## src/rtl/core/bba_pkg.sv

```systemverilog
// bba_pkg: shared constants and types for the buddy block allocator.
// Depends on nothing; imported by every module under rtl/core.
`timescale 1ns / 1ps
package bba_pkg;
  localparam int HeapPages   = 16;
  localparam int PageBytes   = 4096;
  localparam int MinBlock    = 8;
  localparam int HeaderBytes = 2;
  localparam int Slots       = HeapPages * (PageBytes / MinBlock);
  localparam int SlotW       = $clog2(Slots);
  localparam int LinkW       = SlotW + 1;
  localparam int TopLevel    = $clog2(PageBytes / MinBlock);
  localparam int Levels      = TopLevel + 1;
  localparam int LvW         = $clog2(Levels);
  localparam int PageSlotW   = $clog2(PageBytes / MinBlock);
  localparam int MinShift    = $clog2(MinBlock);
  localparam int PagesW      = $clog2(HeapPages + 1);

  localparam logic FUNC_ALLOC = 1'b0;
  localparam logic FUNC_FREE  = 1'b1;
  localparam logic [1:0] REG_PAGE_LIMIT = 2'd0;

  // Link memory port (one read, one write per cycle)
  typedef struct packed {
    logic             re;
    logic [SlotW-1:0] raddr;
    logic             we;
    logic [SlotW-1:0] waddr;
    logic [LinkW-1:0] wdata;
  } link_req_t;

  // Level memory port
  typedef struct packed {
    logic             re;
    logic [SlotW-1:0] raddr;
    logic             we;
    logic [SlotW-1:0] waddr;
    logic [LvW-1:0]   wdata;
  } lvl_req_t;
endpackage

```

## src/rtl/core/bba_ctrl.sv

```systemverilog
// bba_ctrl: request sequencer; walks free lists held in the link memory.
// Depends on bba_pkg; drives bba_link_mem and bba_level_mem ports.
`timescale 1ns / 1ps
module bba_ctrl import bba_pkg::*; (
  input  logic              clk,
  input  logic              rst,
  input  logic              in_valid,
  output logic              in_ready,
  input  logic              func,
  input  logic [15:0]       req_size,
  input  logic [15:0]       payload_offset,
  input  logic [4:0]        page_limit,
  output logic              out_valid,
  input  logic              out_ready,
  output logic [15:0]       result_offset,
  output logic              success,
  output link_req_t         lreq,
  input  logic [LinkW-1:0]  lrdata,
  output lvl_req_t          vreq,
  input  logic [LvW-1:0]    vrdata
);
  typedef enum logic [8:0] {
    S_IDLE  = 9'b000000001,
    S_SCAN  = 9'b000000010,
    S_POPW  = 9'b000000100,
    S_SPLIT = 9'b000001000,
    S_LVLW  = 9'b000010000,
    S_WALK  = 9'b000100000,
    S_WALKW = 9'b001000000,
    S_PUSH  = 9'b010000000,
    S_OUT   = 9'b100000000
  } state_t;

  state_t state;
  logic [LinkW-1:0] heads [Levels];
  logic [PagesW-1:0] pages_used;
  logic [LvW-1:0] k, lv;
  logic [SlotW-1:0] slot;
  logic [LinkW-1:0] prev, cur;
  logic [SlotW:0] steps;
  logic is_alloc;

  logic [16:0] full;
  logic [LvW-1:0] k_calc;
  logic [15:0] off_m;
  logic [SlotW-1:0] buddy;
  logic [PagesW-1:0] limit;

  assign full = {1'b0, req_size} + 17'(HeaderBytes);
  assign off_m = payload_offset - 16'(HeaderBytes);
  assign buddy = slot ^ (SlotW'(1) << lv);
  assign limit = (32'(page_limit) < HeapPages) ? PagesW'(page_limit) : PagesW'(HeapPages);

  always_comb begin
    k_calc = LvW'(TopLevel);
    for (int j = TopLevel - 1; j >= 0; j--) begin
      if (17'(MinBlock << j) >= full) k_calc = LvW'(j);
    end
  end

  assign in_ready = (state == S_IDLE) && !out_valid;

  always_comb begin
    lreq = '0;
    vreq = '0;
    case (state)
      S_IDLE: begin
        vreq.re = in_valid && in_ready && func == FUNC_FREE;
        vreq.raddr = off_m[MinShift +: SlotW];
      end
      S_SCAN: begin
        lreq.re = 1'b1;
        lreq.raddr = SlotW'(heads[lv] - LinkW'(1));
      end
      S_SPLIT: begin
        lreq.we = lv != k;
        lreq.waddr = slot ^ (SlotW'(1) << (lv - LvW'(1)));
        lreq.wdata = heads[lv - LvW'(1)];
        vreq.we = lv == k;
        vreq.waddr = slot;
        vreq.wdata = k;
      end
      S_WALK: begin
        lreq.re = 1'b1;
        lreq.raddr = SlotW'(cur - LinkW'(1));
      end
      S_WALKW: begin
        // unlink cur from prev when it is the buddy
        lreq.we = (cur == LinkW'(buddy) + LinkW'(1)) && prev != '0;
        lreq.waddr = SlotW'(prev - LinkW'(1));
        lreq.wdata = lrdata;
      end
      S_PUSH: begin
        lreq.we = 1'b1;
        lreq.waddr = slot;
        lreq.wdata = heads[lv];
      end
      default: ;
    endcase
  end

  always_ff @(posedge clk) begin
    if (rst) begin
      state <= S_IDLE;
      out_valid <= 1'b0;
      pages_used <= '0;
      for (int j = 0; j < Levels; j++) heads[j] <= '0;
    end else begin
      if (out_valid && out_ready) out_valid <= 1'b0;
      case (state)
        S_IDLE: if (in_valid && in_ready) begin
          result_offset <= '0;
          success <= 1'b0;
          is_alloc <= func == FUNC_ALLOC;
          if (func == FUNC_ALLOC) begin
            if (req_size == '0 || full > 17'(PageBytes)) state <= S_OUT;
            else begin
              k <= k_calc; lv <= k_calc; state <= S_SCAN;
            end
          end else begin
            if (payload_offset == '0) state <= S_OUT;
            else begin
              slot <= off_m[MinShift +: SlotW];
              state <= S_LVLW;
            end
          end
        end
        S_SCAN: begin
          if (heads[lv] != '0) begin
            slot <= SlotW'(heads[lv] - LinkW'(1));
            state <= S_POPW;
          end else if (lv == LvW'(TopLevel)) begin
            if (pages_used >= limit) state <= S_OUT;
            else begin
              slot <= SlotW'(pages_used) << PageSlotW;
              pages_used <= pages_used + PagesW'(1);
              state <= S_SPLIT;
            end
          end else lv <= lv + LvW'(1);
        end
        S_POPW: begin
          heads[lv] <= lrdata;
          state <= S_SPLIT;
        end
        S_SPLIT: begin
          if (lv != k) begin
            heads[lv - LvW'(1)] <= LinkW'(slot ^ (SlotW'(1) << (lv - LvW'(1)))) + LinkW'(1);
            lv <= lv - LvW'(1);
          end else begin
            result_offset <= 16'({slot, MinShift'(0)}) + 16'(HeaderBytes);
            success <= 1'b1;
            state <= S_OUT;
          end
        end
        S_LVLW: begin
          lv <= (vrdata > LvW'(TopLevel)) ? LvW'(TopLevel) : vrdata;
          prev <= '0;
          cur <= heads[(vrdata > LvW'(TopLevel)) ? LvW'(TopLevel) : vrdata];
          steps <= '0;
          state <= (vrdata >= LvW'(TopLevel)) ? S_PUSH : S_WALK;
        end
        S_WALK: begin
          if (cur == '0 || steps == (SlotW+1)'(Slots)) state <= S_PUSH;
          else state <= S_WALKW;
        end
        S_WALKW: begin
          if (cur == LinkW'(buddy) + LinkW'(1)) begin
            if (prev == '0) heads[lv] <= lrdata;
            slot <= slot & ~(SlotW'(1) << lv);
            lv <= lv + LvW'(1);
            prev <= '0;
            cur <= heads[lv + LvW'(1)];
            steps <= '0;
            state <= (lv + LvW'(1) == LvW'(TopLevel)) ? S_PUSH : S_WALK;
          end else begin
            prev <= cur;
            cur <= lrdata;
            steps <= steps + (SlotW+1)'(1);
            state <= S_WALK;
          end
        end
        S_PUSH: begin
          heads[lv] <= LinkW'(slot) + LinkW'(1);
          success <= 1'b1;
          state <= S_OUT;
        end
        S_OUT: begin
          out_valid <= 1'b1;
          state <= S_IDLE;
        end
        default: state <= S_IDLE;
      endcase
    end
  end

`ifndef NO_ASSERTIONS
  a_pages: assert property (@(posedge clk) disable iff (rst)
    32'(pages_used) <= HeapPages) else $error("pages over heap size");
  a_fail_off: assert property (@(posedge clk) disable iff (rst)
    out_valid && !success |-> result_offset == '0) else $error("failed result carries offset");
  a_free_off: assert property (@(posedge clk) disable iff (rst)
    out_valid && !is_alloc |-> result_offset == '0) else $error("free returned offset");
  a_busy: assert property (@(posedge clk) disable iff (rst)
    state != S_IDLE |-> !in_ready) else $error("ready while busy");
`endif
endmodule

```

## config.mk

```make
export PLATFORM = sky130hd
export DESIGN_NAME = bba_ctrl
export DESIGN_NICKNAME = d
export VERILOG_FILES = /design/src/rtl/core/bba_pkg.sv /design/src/rtl/core/bba_ctrl.sv
export SDC_FILE = /design/constraint.sdc
export NUM_CORES = 1
export LEC_CHECK = 0
export BUFFER_PORTS_ARGS = -buffer_cell sky130_fd_sc_hd__clkbuf_2
export CAP_MARGIN = 20
export CORE_ASPECT_RATIO = 1.25
export CORE_MARGIN = 2
export CORE_UTILIZATION = 50
export CTS_BUF_LIST = sky130_fd_sc_hd__clkbuf_8
export DETAILED_ROUTE_END_ITERATION = 10
export PLACE_DENSITY = 0.68
export SLEW_MARGIN = 20
export SYNTH_ARGS = -nofsm -noshare
export SYNTH_HDL_FRONTEND = slang
export SYNTH_SLANG_ARGS = --single-unit
```

## constraint.sdc

```tcl
create_clock -name clk -period 9.6 [get_ports clk]
set_clock_uncertainty 0.05 [all_clocks]
set_input_delay 2.88 -clock clk [delete_from_list [all_inputs] [get_ports clk]]
set_output_delay 2.88 -clock clk [all_outputs]
set_load 0.005 [all_outputs]
```

==> flow_summary.yaml <==
critical_path:
  critical_path.max_stage_delay_ps: 610
  timing.critical_path.max_delay_family: "simple AND/OR/NAND/NOR gates"
  path_buf_inv: 2
  critPathArrivalTime_ps: 5450
  endpoint_kind: "primary output"
  required_time_of_the_worst_setup_path_ps: 6670
  critical_setup_path_kind: "input pin to primary output"
  critPathSlowestCell: "or4_1"
  critical_path.startpoint_type: "input pin"
  path_cells: "clkbuf_2, or4_1, nor4_2, nand2b_1, or4_4, or4_1, xor2_1, nor2_1, clkbuf_2"
  cp_max_fo: 4
clock_tree:
  cts_resized: 0
  clock_sinks: 321
  clock_tree_from_tritoncts: "built"
  worst_setup_hold_path_clk_slew_ps: 60
  cts_hold_buffers: 0
  ctsLongestPathBuffers: 3
  insertion_delay_ps: 690
  cts_buffers: 53
  postCtsSetupBuffers: 0
  clk_root_buffer_cell: "clkbuf_8"
  h_tree_level_count: 2
route:
  drt_first_pass_iters: 9
  dr.first_iter.drc_count: 2698
  wirelength_um: 80540
  vias: 19340
  route.detailed.wl_per_inst_um: 29.40
  antenna_left: 0
  drc: 0
  post_drt_via_cell_ratio: 7.061
status:
  outcome: "completed"
synthesis:
  synth-seq-area-share_pct: 40.37
  synth_enable_flop_cells: 302
  ys.flop_type: "edfxtp_1"
  synth_cell_types: 101
  synthArstFlopShare_pct: 0
  synthesis.yosys.warnings: 0
  synth.ff_latch_count: 321
  synth_area_per_cell_um2: 11.63
  netlist_instances: 2013
  synthesis.area_mm2: 0.02340
global_route:
  grt_usage_pct: 33.02
  first_pass_grt_wire_length_um: 117500
  largest_net_degree_at_the_start_of_global_routing: 57
  antenna_found_initial: 1
  grt.overflow.total: 0
  vias_in_the_first_global_route: 18660
power:
  power_frac_comb_pct: 14.0
  power.share.clock_pct: 38.7
  p_switching_mw: 0.9433
  power_density_mw_per_mm2: 132.8
  cellLeakagePower_nw: 9.123
  vdd.ir_drop.worst_mv: 0.09724
  internal_pwr_total_mw: 2.480
  power_frac_seq_pct: 47.3
  net_switching_fraction_of_the_power_pct: 27.55
floorplan:
  io_pins: 153
  core_area_mm2: 0.04624
  fp.dieArea_mm2: 0.04857
  num_rows: 88
  initial_utilization_pct: 50.61
  die_h_um: 245.9
  die_span_x_um: 197.5
final_layout:
  diode_insertion_count_for_antenna_repair: 0
  post_route_cells_drive_above_1_share_pct: 27.02
  final_design_area_no_fill_mm2: 0.02578
  layout.cells.most_common_list: "edfxtp_1, nor2_1, mux4_2"
  multiInputGateArea_mm2: 0.01314
  final_net_count: 2206
  fillers: 3891
  area_growth_syn_to_layout_pct: 10.15
  layout.cells.most_common: "edfxtp_1"
  sequential_cell_area_mm2: 0.009454
sta:
  period_needed_ps: 8385
  timing_worst_slew_pin_value_ps: 1253
  fmax_mhz: 119.3
  setup_tns_ps: 0
  finalHoldViolCount: 0
  post-route-period-util_pct: 87.34
  timing.max_slew.rel_slack_pct: 16.49
  final-max-slew-violation-count: 0
  rsz0062_at_grt: "no"
  final.setup.worst_slack_ps: 1215
  setup_violations: 0
placement:
  detailedPlace.worstSlack_ps: 1194
  port_buffers: 150
  routabilityCongestion: 0.9774
  dpl.hpwl_um: 54860
  placed_area_mm2: 0.02466
run:
  max_cap_violations: 0
min_path:
  worst_hold_path_type: "flop to flop"
## path summary, 6_finish.rpt
kind | start | to | slack [ps] | depth (start not counted)
worst min-delay path | out_valid | out_valid | 450 | 2
worst min register to register | out_valid | out_valid | 450 | 2
worst max register to register | lv[1] | heads[2][5] | 2920 | 15
worst max-delay path | payload_offset[4] | vreq[30] | 1220 | 9
## power by group through the flow
stage	Combinational [mW]	Clock [mW]	Sequential, mW
global placement	0.461	0	1.64
finish	0.480	1.33	1.62
global route	0.508	1.38	1.62
floorplan	0.329	0	1.61
detailed placement	0.467	0	1.64
CTS	0.470	1.33	1.61
## kinds of logic (layout without fill, tap and decap cells)
group                    count (synthesis)  in the layout  share of synthesized area (%)
other                                    1              2                        0.01602
AND/OR/NAND/NOR                        700            700                          15.15
multiplexers                           266            266                          23.23
buffers and inverters                  220            360                          3.951
adder cells (fa/ha/maj)                 36             36                          1.925
flip-flops                             321            321                          40.37
AO/OA/AOI/OAI                          345            345                          10.71
XOR/XNOR                               124            124                          4.640
## routing by layer
layer / up-vias / global-route usage, % / share of wire (%)
li1: 8044 / - / -
met2: 1501 / 53.31 / 46
met1: 9408 / 39.41 / 34
met5: - / 0 / 0.043
met3: 383 / 10.23 / 13
met4: 4 / 18.20 / 6.7
## worst min-delay path: stages, from the launching register on
cell,delay (ps)
dfxtp_1,330
nand2b_1,70
a21oi_1,50
## cell usage after synthesis, types with 11 or more instances
cell      count  area share (%)
o22ai_1      23            0.61
a31oi_1      11            0.29
mux2i_1      37             1.6
nor3b_1      12            0.38
nand2_1     116             1.9
buf_1        18            0.29
buf_2        15            0.32
xor2_1       51             1.9
nand3_1      39            0.83
dfxtp_1      19             1.6
inv_1        63             1.0
nor3_1       45            0.96
and2_1       37            0.99
o21ai_0      60             1.3
a211oi_1     23            0.74
a222oi_1     16            0.68
ha_1         36             1.9
nand2b_1     22            0.59
a22oi_1      19            0.61
mux4_2      220              21
xnor2_1      73             2.7
nor2b_1      28            0.75
edfxtp_1    302              39
nor2_1      267             4.3
clkbuf_1    105             1.7
and3_1       22            0.59
nand4_1      22            0.59
a21oi_1      62             1.3
## final cells by class
cell class              count  area share, %
well taps                 585          2.839
clock buffers              54          2.883
clock inverters            45          1.466
multi-input cells        1473          50.96
repair buffers            195          4.222
flip-flops and latches    321          36.67
inverters                  66         0.9609
## through the flow
| stage | total power, mW | cells | util, % | hold WS [ps] |
|---|---|---|---|---|
| after floorplan | 1.942 | 2014 | - | 436.4 |
| after global placement | 2.101 | 2640 | 53.30 | 438.2 |
| after detailed placement | 2.111 | 2640 | 53.33 | 444.2 |
| after CTS | 3.414 | 2739 | 55.75 | 453.2 |
| after global routing | 3.511 | 2739 | 55.75 | 485.1 |
| final | 3.423 | 2739 | 55.75 | 449.4 |
## flip-flops by register name, summed over array words and instances (netlist names), named ones only
name           flops
heads            224
cur               14
prev              14
result_offset     14
steps             14
slot              13
state              9
pages_used         5
k                  4
lv                 4
out_valid          1
success            1
Power figures use the tool's default switching activity.
